--- src/hw/rtl/olir_pkg.sv ---
// Types and constants of the ordered list block.
// Used by the interfaces, controller, datapath, top level and checker.
package olir_pkg;

    localparam int W_ACTION    = 2;
    localparam int W_VALUE     = 32;
    localparam int W_STATUS    = 2;
    localparam int W_ENTRY_CNT = 5;

    typedef enum logic [W_ACTION-1:0] {
        ACT_FRONT  = 2'd0,
        ACT_BACK   = 2'd1,
        ACT_REMOVE = 2'd2,
        ACT_READ   = 2'd3
    } t_action;

    typedef enum logic [W_STATUS-1:0] {
        ST_OK       = 2'd0,
        ST_FULL     = 2'd1,
        ST_NOTFOUND = 2'd2,
        ST_EMPTY    = 2'd3
    } t_status;

    // Datapath operations applied to the cell chain
    typedef enum logic [2:0] {
        OP_NONE   = 3'd0,
        OP_FRONT  = 3'd1,
        OP_BACK   = 3'd2,
        OP_MATCH  = 3'd3,
        OP_REMOVE = 3'd4,
        OP_ROTATE = 3'd5
    } t_op;

    typedef struct packed {
        t_op     op;
        logic    rd_clear;
        logic    out_load;
        t_status out_status;
        logic    out_entry;
        logic    out_last;
    } t_cmd;

    typedef struct packed {
        logic empty;
        logic full;
        logic hit_any;
        logic rd_last;
        logic out_free;
    } t_sts;

endpackage

--- src/hw/rtl/olir_ctrl.sv ---
// Controller state machine of the ordered list: decodes actions into datapath commands.
// Depends on olir_pkg; talks to olir_datapath only through t_cmd and t_sts.
module olir_ctrl import olir_pkg::*; (
    input  logic                  i_clk,
    input  logic                  i_rst_n,
    input  logic                  i_valid,
    input  logic [W_ACTION-1:0]   i_action,
    output logic                  o_ready,
    input  t_sts                  i_sts,
    output t_cmd                  o_cmd
);

    typedef enum logic [2:0] {
        S_IDLE  = 3'b001,
        S_CLOSE = 3'b010,
        S_READ  = 3'b100
    } t_state;

    t_state  r_state, n_state;
    t_action w_action;

    assign w_action = t_action'(i_action);

    // Decode the current state into commands and the next state
    always_comb begin
        n_state          = r_state;
        o_ready          = 1'b0;
        o_cmd.op         = OP_NONE;
        o_cmd.rd_clear   = 1'b0;
        o_cmd.out_load   = 1'b0;
        o_cmd.out_status = ST_OK;
        o_cmd.out_entry  = 1'b0;
        o_cmd.out_last   = 1'b1;
        case (r_state)
            S_IDLE: begin
                o_ready = i_sts.out_free;
                if (i_valid && i_sts.out_free) begin
                    case (w_action)
                        ACT_FRONT, ACT_BACK: begin
                            o_cmd.out_load = 1'b1;
                            if (i_sts.full) begin
                                o_cmd.out_status = ST_FULL;
                            end else begin
                                o_cmd.op = (w_action == ACT_FRONT) ? OP_FRONT : OP_BACK;
                            end
                        end
                        ACT_REMOVE: begin
                            if (i_sts.empty) begin
                                o_cmd.out_load   = 1'b1;
                                o_cmd.out_status = ST_EMPTY;
                            end else begin
                                o_cmd.op = OP_MATCH;
                                n_state  = S_CLOSE;
                            end
                        end
                        ACT_READ: begin
                            if (i_sts.empty) begin
                                o_cmd.out_load   = 1'b1;
                                o_cmd.out_status = ST_EMPTY;
                            end else begin
                                o_cmd.rd_clear = 1'b1;
                                n_state        = S_READ;
                            end
                        end
                        default: begin
                            n_state = S_IDLE;
                        end
                    endcase
                end
            end
            S_CLOSE: begin
                // Close the gap at the first match, or report no match
                if (i_sts.out_free) begin
                    o_cmd.out_load = 1'b1;
                    if (i_sts.hit_any) begin
                        o_cmd.op = OP_REMOVE;
                    end else begin
                        o_cmd.out_status = ST_NOTFOUND;
                    end
                    n_state = S_IDLE;
                end
            end
            S_READ: begin
                // Emit the front entry and rotate the chain, one entry per cycle while the output is free
                if (i_sts.out_free) begin
                    o_cmd.op        = OP_ROTATE;
                    o_cmd.out_load  = 1'b1;
                    o_cmd.out_entry = 1'b1;
                    o_cmd.out_last  = i_sts.rd_last;
                    if (i_sts.rd_last) begin
                        n_state = S_IDLE;
                    end
                end
            end
            default: begin
                n_state = S_IDLE;
            end
        endcase
    end

    always_ff @(posedge i_clk) begin
        if (!i_rst_n) begin
            r_state <= S_IDLE;
        end else begin
            r_state <= n_state;
        end
    end

endmodule

--- config.mk ---
export PLATFORM = sky130hd
export DESIGN_NAME = olir_ctrl
export DESIGN_NICKNAME = d
export VERILOG_FILES = /design/src/hw/rtl/olir_pkg.sv /design/src/hw/rtl/olir_ctrl.sv
export SDC_FILE = /design/constraint.sdc
export NUM_CORES = 1
export LEC_CHECK = 0
export BUFFER_PORTS_ARGS = -buffer_cell sky130_fd_sc_hd__clkbuf_2
export CAP_MARGIN = 10
export CORE_AREA = 2 2 39 41
export CTS_CLUSTER_DIAMETER = 30
export DETAILED_ROUTE_END_ITERATION = 8
export DIE_AREA = 0 0 41 43
export GPL_ROUTABILITY_DRIVEN = 0
export PLACE_DENSITY_LB_ADDON = 0.12
export SLEW_MARGIN = 10
export SYNTH_ARGS = -nofsm -noshare
export SYNTH_HDL_FRONTEND = slang
export SYNTH_SLANG_ARGS = --single-unit
--- constraint.sdc ---
create_clock -name i_clk -period 2.9 [get_ports i_clk]
set_clock_uncertainty 0.15 [all_clocks]
set_input_delay 0 -clock i_clk [delete_from_list [all_inputs] [get_ports i_clk]]
set_output_delay 0 -clock i_clk [all_outputs]
set_load 0.02 [all_outputs]
==> flow_summary.yaml, run 1 <==
layout:
  drive_gt1_share_pct: 38.46
  largest_reg_flops: 3
  largest-register: "r_state"
  num-nets-final: 76
  fin_area_um2: 455.4
  area_growth_pct: 60.35
  fillers: 153
  antennaDiodeCount: 0
  reg_top3: "r_state (3)"
clock_tree:
  ctsResizeCount: 0
  clkSlewWorstSetupHoldPaths_ps: 40
  clock_path_buffers: 2
  cts_tree: "yes"
  insertion_delay_ps: 230
  cts_setup_buffers: 0
  cts_buffers: 3
  htree_levels: 1
  clkSinkCount: 3
  cts_root_buffer: "clkbuf_4"
worst_hold_path:
  hp-class: "in2reg"
  min_path_cells: 4
run:
  maxCapViolations: 0
critical_path:
  worst-r2r-setup-slack_ps: 1110
  r2r_cells: 4
  arrival_ps: 1820
  worstSetupPathType: "reg2reg"
  crit_slowest_cell: "dlygate4sd3_1"
  path_cells: "and4bb_4 -> nand4_1 -> a21oi_1 -> dlygate4sd3_1"
  worstPathMaxFanout: 7
  slowest_delay_ps: 550
  cp-start-kind: "flop"
  cp-end-kind: "flop"
  crit_required_ps: 2920
outcome:
  status: "finished clean"
synth:
  synth_compound_area_share_pct: 27.31
  yosysWarnings: 0
  synth_most_common_cell: "inv_1"
  yosys.area.top_type: "dfxtp_1"
  async_flop_share_pct: 0
  synthTopCellsByArea: "dfxtp_1 (21%), inv_1 (9.3%), o31ai_4 (7.5%)"
  synthTopCellsByCount: "inv_1 (7), nor2_1 (4), dfxtp_1 (3), nand2_1 (3), nand4_1 (3)"
  synth_simple_gate_area_share_pct: 42.29
  synth-seq-cells: 3
  ys_types: 19
  synth_mux_area_share_pct: 0
  synth_top_family_by_area: "simple AND/OR/NAND/NOR gates"
  netlist_area_um2: 284.0
  synth_edf_count: 0
  synth-xor-area-share_pct: 0
  syn-num-nets: 49
  ys_seq_area_share_pct: 21.15
  netlist.area_leader.share_pct: 21.15
  synth_ff_type: "dfxtp_1"
  postSynthAreaPerCell_um2: 7.283
  synthAdderAreaFrac_pct: 0
  synthCells: 39
detailed_routing:
  drt-initial-drc-count: 2
  vias: 356
  drt_wl_total_um: 829
  firstDrtPassIters: 4
  vias_per_cell: 4.395
  post_drt_wl_per_cell_um: 10.23
  antenna_left: 0
  drc: 0
power:
  cellLeakagePower_nw: 0.2348
  power_per_cell_area_nw_per_um2: 332.5
  ir_worst_vdd_v: 0.0001473
die:
  die_w_um: 41
  core_area_um2: 1384
  chipHeight_um: 43
  rows: 14
  boundaryPins: 20
  initial_core_util_pct: 20.52
  dieArea_um2: 1763
grt:
  antenna_found_initial: 0
  grt.busiest_layer: "met2"
  grtUsageTotal_pct: 10.33
  grt_pass1_vias: 318
  gr-usage-met1_pct: 13.78
  grt_pass1_wl_mm: 1.290
  grt_overflow: 0
  grt_max_degree: 8
  use_met3_pct: 1.571
  grtUsageMet2_pct: 15.94
sta:
  worst_slew_pin_slew_ps: 365.1
  fin_crit_ps: 1795
  hold_viol: 0
  finalSetupViolCount: 0
  fmax_mhz: 557.1
  rsz0062_at_grt: "no"
  slew_violations: 0
  relSlewSlack_pct: 75.41
  fin_setup_tns_ps: 0
  final.period_utilization_pct: 61.90
placed_design:
  post-dp-hpwl_um: 660.8
  portBuffers: 19
  placed_cell_area_um2: 399.1
per-stage QoR:
stage          hold slack, ps  setup slack (ps)  utilization, %  total power [mW]  cells
2_1_floorplan          -67.57              1509               -           0.06206     39
3_3_place_gp            135.3              1540           28.84           0.07791     74
3_5_place_dp            129.7              1518           28.84           0.07769     74
4_1_cts                 28.93              1103           32.91            0.1553     81
5_1_grt                 68.09             988.4           32.91            0.1618     81
6_report                40.35              1105           32.91            0.1514     81
power by group:
group / switching [mW] / internal (mW)
Combinational: 0.0208 / 0.0155
Sequential: 0.000724 / 0.0420
Clock: 0.0208 / 0.0515
Total: 0.0423 / 0.109
layout by cell type (no fill, tap or decap), drive strengths merged:
cell type and count:
clkbuf 23, nand4 3, dfxtp 3, nand2b 1
o21ai 2, o22ai 1, nor4b 1, o31ai 1
dlygate4sd3 3, nand2 4, o32a 1, nand3 1
nor3b 2, inv 7, a31oi 2, o211ai 1
a21oi 2, and4bb 1, nor2b 2, nor2 4
kinds of logic after synthesis:
family | Yosys count
AND/OR/NAND/NOR | 19
AO/OA/AOI/OAI | 10
buffers and inverters | 7
flip-flops | 3
per-layer routing:
metal | wire, um | vias up
met2 | 406 | 14
met5 | 0 | -
met1 | 371 | 150
li1 | - | 192
met4 | 0 | 0
met3 | 50 | 0
worst paths after layout:
kind / startpoint / end
min reg2reg: r_state[0] / r_state[0]
min: i_sts[4] / r_state[0]
max reg2reg: r_state[2] / r_state[2]
max: r_state[2] / r_state[2]
layout make-up:
| type | instances | area, um2 | share of cell area [%] |
|---|---|---|---|
| timing repair buffer | 22 | 125.1 | 27.47 |
| inverter | 7 | 26.28 | 5.769 |
| sequential | 3 | 60.06 | 13.19 |
| clock buffer | 4 | 26.28 | 5.769 |
| tap | 16 | 20.02 | 4.396 |
| multi-input combinational | 29 | 197.7 | 43.41 |
timing repair:
action,CTS,global route
hold buffers,3,0
setup endpoints to repair,0,0
hold endpoints to repair,3,0
critical path: cells and delay by family (launching register included):
kind            cells  cell delay, ps
compound gates      1             150
flops               1             350
simple gates        2             530
buf+inv             1             550
Note: power is estimated with default switching activity, not from simulation.
==> inputs of run 2 (changes only) <==
Settings changed: ABC_AREA from default to 1.
Clock period 2.9 ns to 1.5 ns, I/O delays scaled along.
==> run 2 against run 1 <==
Via count up 11%. Setup slack worse by 1000 ps. Total power rose to 3.0 times the previous value. Synthesized cell count up 33%. Area after synthesis up 13%. Highest routed layer unchanged. Combinational power rose to 5.6 times the previous value. Final cell count up 15%. Critical path type is now reg2out. Critical endpoint is now o_cmd[7]. Critical path depth up 2. Sequential share of layout area down 0.78 points. Final area up 8.5%. Worst hold slack worse by 12 ps.
==> flow_summary.yaml, run 2 <==
outcome:
  status: "finished clean"
layout:
  antennaDiodeCount: 0
  area_growth_pct: 53.70
  fillers: 163
  largest-register: "r_state"
  final_cells: 93
  final_common_cell: "clkbuf_2"
  layout_common_cells: "clkbuf_2 (17), inv_1 (9), nand2_1 (8)"
  final_util_pct: 35.71
  largest_reg_flops: 3
  reg_top3: "r_state (3)"
  num-nets-final: 88
  register_area_um2: 61.31
  multiInputGateArea_um2: 227.7
  fin_area_um2: 494.2
  drive_gt1_share_pct: 45.45
critical_path:
  path_buf_inv: 2
  cp-end-kind: "primary output"
  path_cells: "inv_2 -> nand3_4 -> nor2_4 -> nand2_4 -> a21oi_1 -> clkbuf_2"
  arrival_ps: 1240
  crit_slowest_cell: "dfxtp_1"
  cp-start-kind: "flop"
  worstSetupPathType: "reg2out"
  slowest_delay_ps: 320
  crit_required_ps: 1350
  cp_top_family: "flip-flops"
  worstPathMaxFanout: 6
synth:
  yosys.area.top_type: "dfxtp_1"
  yosysWarnings: 0
  ys_seq_area_share_pct: 18.68
  synthTopCellsByArea: "dfxtp_1 (19%), inv_1 (13%), nand2_1 (9.3%)"
  netlist_area_um2: 321.6
  postSynthAreaPerCell_um2: 6.184
  synthTopCellsByCount: "inv_1 (11), nand2_1 (8), nor2_1 (7)"
  synth-seq-cells: 3
  synthCells: 52
  synth_most_common_cell: "inv_1"
  syn-num-nets: 62
  ys_types: 19
  synth_ff_type: "dfxtp_1"
  netlist.area_leader.share_pct: 18.68
  async_flop_share_pct: 0
  synth_edf_count: 0
placed_design:
  post-dp-hpwl_um: 665.1
  placed_cell_area_um2: 436.7
  dp_cells: 87
  portBuffers: 19
  dpl_worst_slack_ps: 242.5
detailed_routing:
  route.met2.wl_um: 327
  drc: 0
  vias_per_cell: 4.247
  drt_wl_total_um: 757
  drt-initial-drc-count: 4
  drt-met1-wl_um: 364
  post_drt_wl_per_cell_um: 8.140
  antenna_left: 0
  top_layer_used: "met3"
  dr_wl_met3_um: 65
  vias: 395
  firstDrtPassIters: 4
clock_tree:
  clkSinkCount: 3
  cts_tree: "yes"
  clock_path_buffers: 2
  cts_root_buffer: "clkbuf_4"
  cts_buffers: 3
  clkSlewWorstSetupHoldPaths_ps: 30
  htree_levels: 1
  insertion_delay_ps: 230
sta:
  fin_setup_tns_ps: 0
  worst_slack_ps: 106.9
  final.period_utilization_pct: 92.87
  fin_crit_ps: 1393
  slew_violations: 0
  finalSetupViolCount: 0
  whs_ps: 28.84
  worst_slew_pin_slew_ps: 200.6
  relSlewSlack_pct: 86.58
  hold_viol: 0
  fmax_mhz: 717.8
worst_hold_path:
  hp-class: "in2reg"
power:
  ir_worst_vdd_v: 0.0005033
  finalPower_mw: 0.4515
  power_per_cell_area_nw_per_um2: 913.6
  cellLeakagePower_nw: 0.2787
die:
  initial_core_util_pct: 23.24
  boundaryPins: 20
  core_area_um2: 1384
  die_w_um: 41
  dieArea_um2: 1763
  chipHeight_um: 43
  rows: 14
grt:
  grt_pass1_vias: 336
  grtUsageTotal_pct: 10.23
  grt_max_degree: 7
  antenna_found_initial: 0
  grt_pass1_wl_mm: 1.269
  grt_overflow: 0
run:
  maxCapViolations: 0
[run 2: cell count changes after synthesis, moves of 3 or more]
| cell | previous run | this run |
|---|---|---|
| nand2_1 | 3 | 8 |
| nand3_1 | 1 | 4 |
| inv_1 | 7 | 11 |
| nor2_1 | 4 | 7 |
[run 2: worst min-delay path: cells and delay by family]
kind / cells / cell delay [ps]
buf+inv: 1 / 110
simple gates: 3 / 270
[run 2: report_power, final]
part / leakage (nW) / total [mW] / internal, mW / switching, mW
clock network: 0.0150 / 0.135 / 0.0992 / 0.0354
logic: 0.240 / 0.205 / 0.0762 / 0.128
registers: 0.0241 / 0.112 / 0.0954 / 0.0168
total: 0.279 / 0.452 / 0.271 / 0.181
[run 2: layout make-up]
cell class                 count  share of cell area [%]
multi-input combinational     38                   46.08
timing repair buffer          21                   23.80
sequential                     3                   12.41
inverter                      11                   8.354
clock buffer                   4                   5.316
tap                           16                   4.051
[run 2: cells by family (layout without fill, tap and decap cells)]
logic type	after synthesis	after routing	share of synthesized area, %
AOI/OAI and AO/OA	7	7	14.01
buffers and inverters	11	36	12.84
DFF	3	3	18.68
and+or+nand+nor	31	31	54.48
[run 2: what timing repair did]
| action | CTS | global route |
|---|---|---|
| endpoints found under the setup margin | 3 | 7 |
| pin swaps | 1 | 1 |
| resized for setup | 0 | 9 |
| hold endpoints to repair | 3 | 0 |
| hold buffers | 1 | 0 |
| setup buffers | 1 | 0 |
[run 2: worst paths after layout]
| check | start | to | slack (ps) | cells after the start |
|---|---|---|---|---|
| worst max-delay path | r_state[2] | o_cmd[7] | 110 | 6 |
| worst min-delay path | i_valid | r_state[0] | 30 | 4 |
| worst max register to register | r_state[1] | r_state[2] | 380 | 5 |
| worst min register to register | r_state[2] | r_state[2] | 450 | 2 |
[run 2: layer usage]
layer / vias to the layer above / track usage (%)
li1: 220 / -
met1: 162 / 13.78
met2: 13 / 14.37
met3: 0 / 5.236
met4: 0 / 2.000
met5: - / 0
==> inputs of run 3 (changes only) <==
Settings changed: ABC_AREA 1 to default, CTS_CLUSTER_SIZE from default to 24.
==> run 3 against run 2 <==
The flow now finishes with violations (negative setup slack). Global-route usage up 0.90 points. First-iteration DRC count up 100%. Utilization up 3.0 points. Clock power up 8%. Sequential power down 28%. Largest cell class unchanged. Highest routed layer is now met4.
==> flow_summary.yaml, run 3 (synthesis gave the netlist of run 1 again) <==
critical_path:
  cp_top_family: "simple AND/OR/NAND/NOR gates"
  path_buf_inv: 1
  crit_start: "r_state[2]"
  arrival_ps: 1370
  crit_end: "o_cmd[6]"
  crit_required_ps: 1350
  path_cells: "and4bb_4 -> nand2_4 -> o31ai_4 -> clkbuf_8"
  r2r-end: "r_state[0]"
  r2r_cells: 5
  crit_slowest_cell: "dfxtp_4"
  worst-r2r-setup-slack_ps: 50
  cp-start-kind: "flop"
  slowest_delay_ps: 350
  worstSetupPathType: "reg2out"
  r2r_start: "r_state[2]"
  cp.depth: 4
  worstPathMaxFanout: 6
  cp-end-kind: "primary output"
layout:
  layout_common_cells: "clkbuf_2 (14), inv_1 (7), buf_4 (7)"
  final_util_pct: 38.70
  num-nets-final: 81
  multiInputGateArea_um2: 209.0
  area_growth_pct: 88.55
  final_common_cell: "clkbuf_2"
  antennaDiodeCount: 0
  reg_top3: "r_state (3)"
  largest_reg_flops: 3
  fillers: 154
  largest-register: "r_state"
  register_area_um2: 66.31
  drive_gt1_share_pct: 48.57
detailed_routing:
  firstDrtPassIters: 4
  vias_per_cell: 4.593
  drc: 0
  post_drt_wl_per_cell_um: 10.45
  drt_wl_total_um: 899
  antenna_left: 0
  drt-initial-drc-count: 8
  vias: 395
power:
  seq_power_share_pct: 26.0
  internal-power_mw: 0.2214
  clkPwrFrac_pct: 46.7
  ir_worst_vdd_v: 0.0002909
  power_frac_comb_pct: 27.3
  swShare_pct: 28.99
  cellLeakagePower_nw: 0.2659
  power_per_cell_area_nw_per_um2: 582.3
  switching_power_mw: 0.09039
outcome:
  violations: "negative setup slack"
  status: "finished, violations left"
die:
  boundaryPins: 20
  chipHeight_um: 43
  die_w_um: 41
  dieArea_um2: 1763
  initial_core_util_pct: 20.52
  core_area_um2: 1384
  rows: 14
clock_tree:
  cts_buffers: 3
  cts_root_buffer: "clkbuf_4"
  cts_tree: "yes"
  htree_levels: 1
  insertion_delay_ps: 240
  clkSinkCount: 3
  clkSlewWorstSetupHoldPaths_ps: 40
  clock_path_buffers: 2
placed_design:
  dpl_worst_slack_ps: 118.4
  portBuffers: 19
  post-dp-hpwl_um: 660.8
sta:
  final.period_utilization_pct: 101.0
  fin_crit_ps: 1516
  slew_violations: 0
  relSlewSlack_pct: 75.84
  rsz0062_at_grt: "yes"
  worst_slew_pin_slew_ps: 358.6
  hold_viol: 0
  worst_slack_ps: -15.51
  fmax_mhz: 659.8
  finalSetupViolCount: 1
grt:
  grtUsageTotal_pct: 11.13
  grt_pass1_vias: 336
  antenna_found_initial: 0
  grt_pass1_wl_mm: 1.352
  grt_max_degree: 8
  grt_overflow: 0
run:
  maxCapViolations: 0
worst_hold_path:
  hp-class: "in2reg"
==> run 3: changes by cell type in the layout (fill, tap and decap cells not counted), sizes merged, moves of 3 or more <==
cell / change
dlygate4sd3: +3
nand2: -6
nor2: -4
buf: +5
inv: -4
nand3: -4
==> run 3: timing repair <==
item	in CTS	in global routing
gates cloned	0	0
endpoints found under the setup margin	6	6
setup buffers	2	2
resized for setup	7	10
hold buffers	4	0
hold endpoints to repair	3	0
pin swaps	4	1
==> run 3: worst min-delay path by stage <==
| stage | slack, ps | start | endpoint | cells after the start |
|---|---|---|---|---|
| after floorplan | -70 | i_action[0] | o_cmd[6] | 1 |
| after global placement | 140 | i_rst_n | r_state[1] | 3 |
| after detailed placement | 130 | i_rst_n | r_state[2] | 3 |
| after CTS | 30 | i_sts[4] | r_state[0] | 4 |
| after global routing | 70 | i_sts[0] | r_state[2] | 4 |
| final | 20 | i_sts[0] | r_state[2] | 4 |
==> run 3: through the flow <==
stage	instance area (um2)	std cells	setup TNS (ps)	power (mW)	hold WS, ps
global placement	399.1	74	0	0.1506	135.3
detailed placement	399.1	74	0	0.1502	129.7
finish	535.5	86	-15.51	0.3118	20.68
CTS	498.0	84	-52.80	0.3086	28.40
global route	535.5	86	-162.2	0.3315	74.18
floorplan	284.0	39	0	0.1200	-67.57
==> run 3: final cells by class <==
| type | instances | area share (%) |
|---|---|---|
| Multi-Input combinational cell | 29 | 39.02 |
| Timing Repair Buffer | 27 | 35.05 |
| Sequential cell | 3 | 12.38 |
| Clock buffer | 4 | 4.907 |
| Inverter | 7 | 4.907 |
| Tap cell | 16 | 3.738 |
==> run 3: per-layer routing <==
| layer | GRT usage, % | up-vias | share of wire (%) |
|---|---|---|---|
| met5 | 0 | - | 0 |
| met4 | 6.000 | 0 | 2.6 |
| met3 | 1.571 | 2 | 5.6 |
| met2 | 17.50 | 14 | 48 |
| met1 | 13.78 | 177 | 44 |
| li1 | - | 202 | - |
==> run 3: worst min-delay path, stage by stage <==
cell and delay (ps):
clkbuf_2 140, nand2_1 80, nand4_1 90, a21oi_1 60
==> run 3: power groups by stage <==
stage | clock, mW | sequential, mW | combinational (mW)
2_1_floorplan | 0 | 0.0834 | 0.0366
3_3_place_gp | 0 | 0.0839 | 0.0667
3_5_place_dp | 0 | 0.0839 | 0.0663
4_1_cts | 0.147 | 0.0827 | 0.0792
5_1_grt | 0.158 | 0.0811 | 0.0927
6_report | 0.146 | 0.0810 | 0.0852
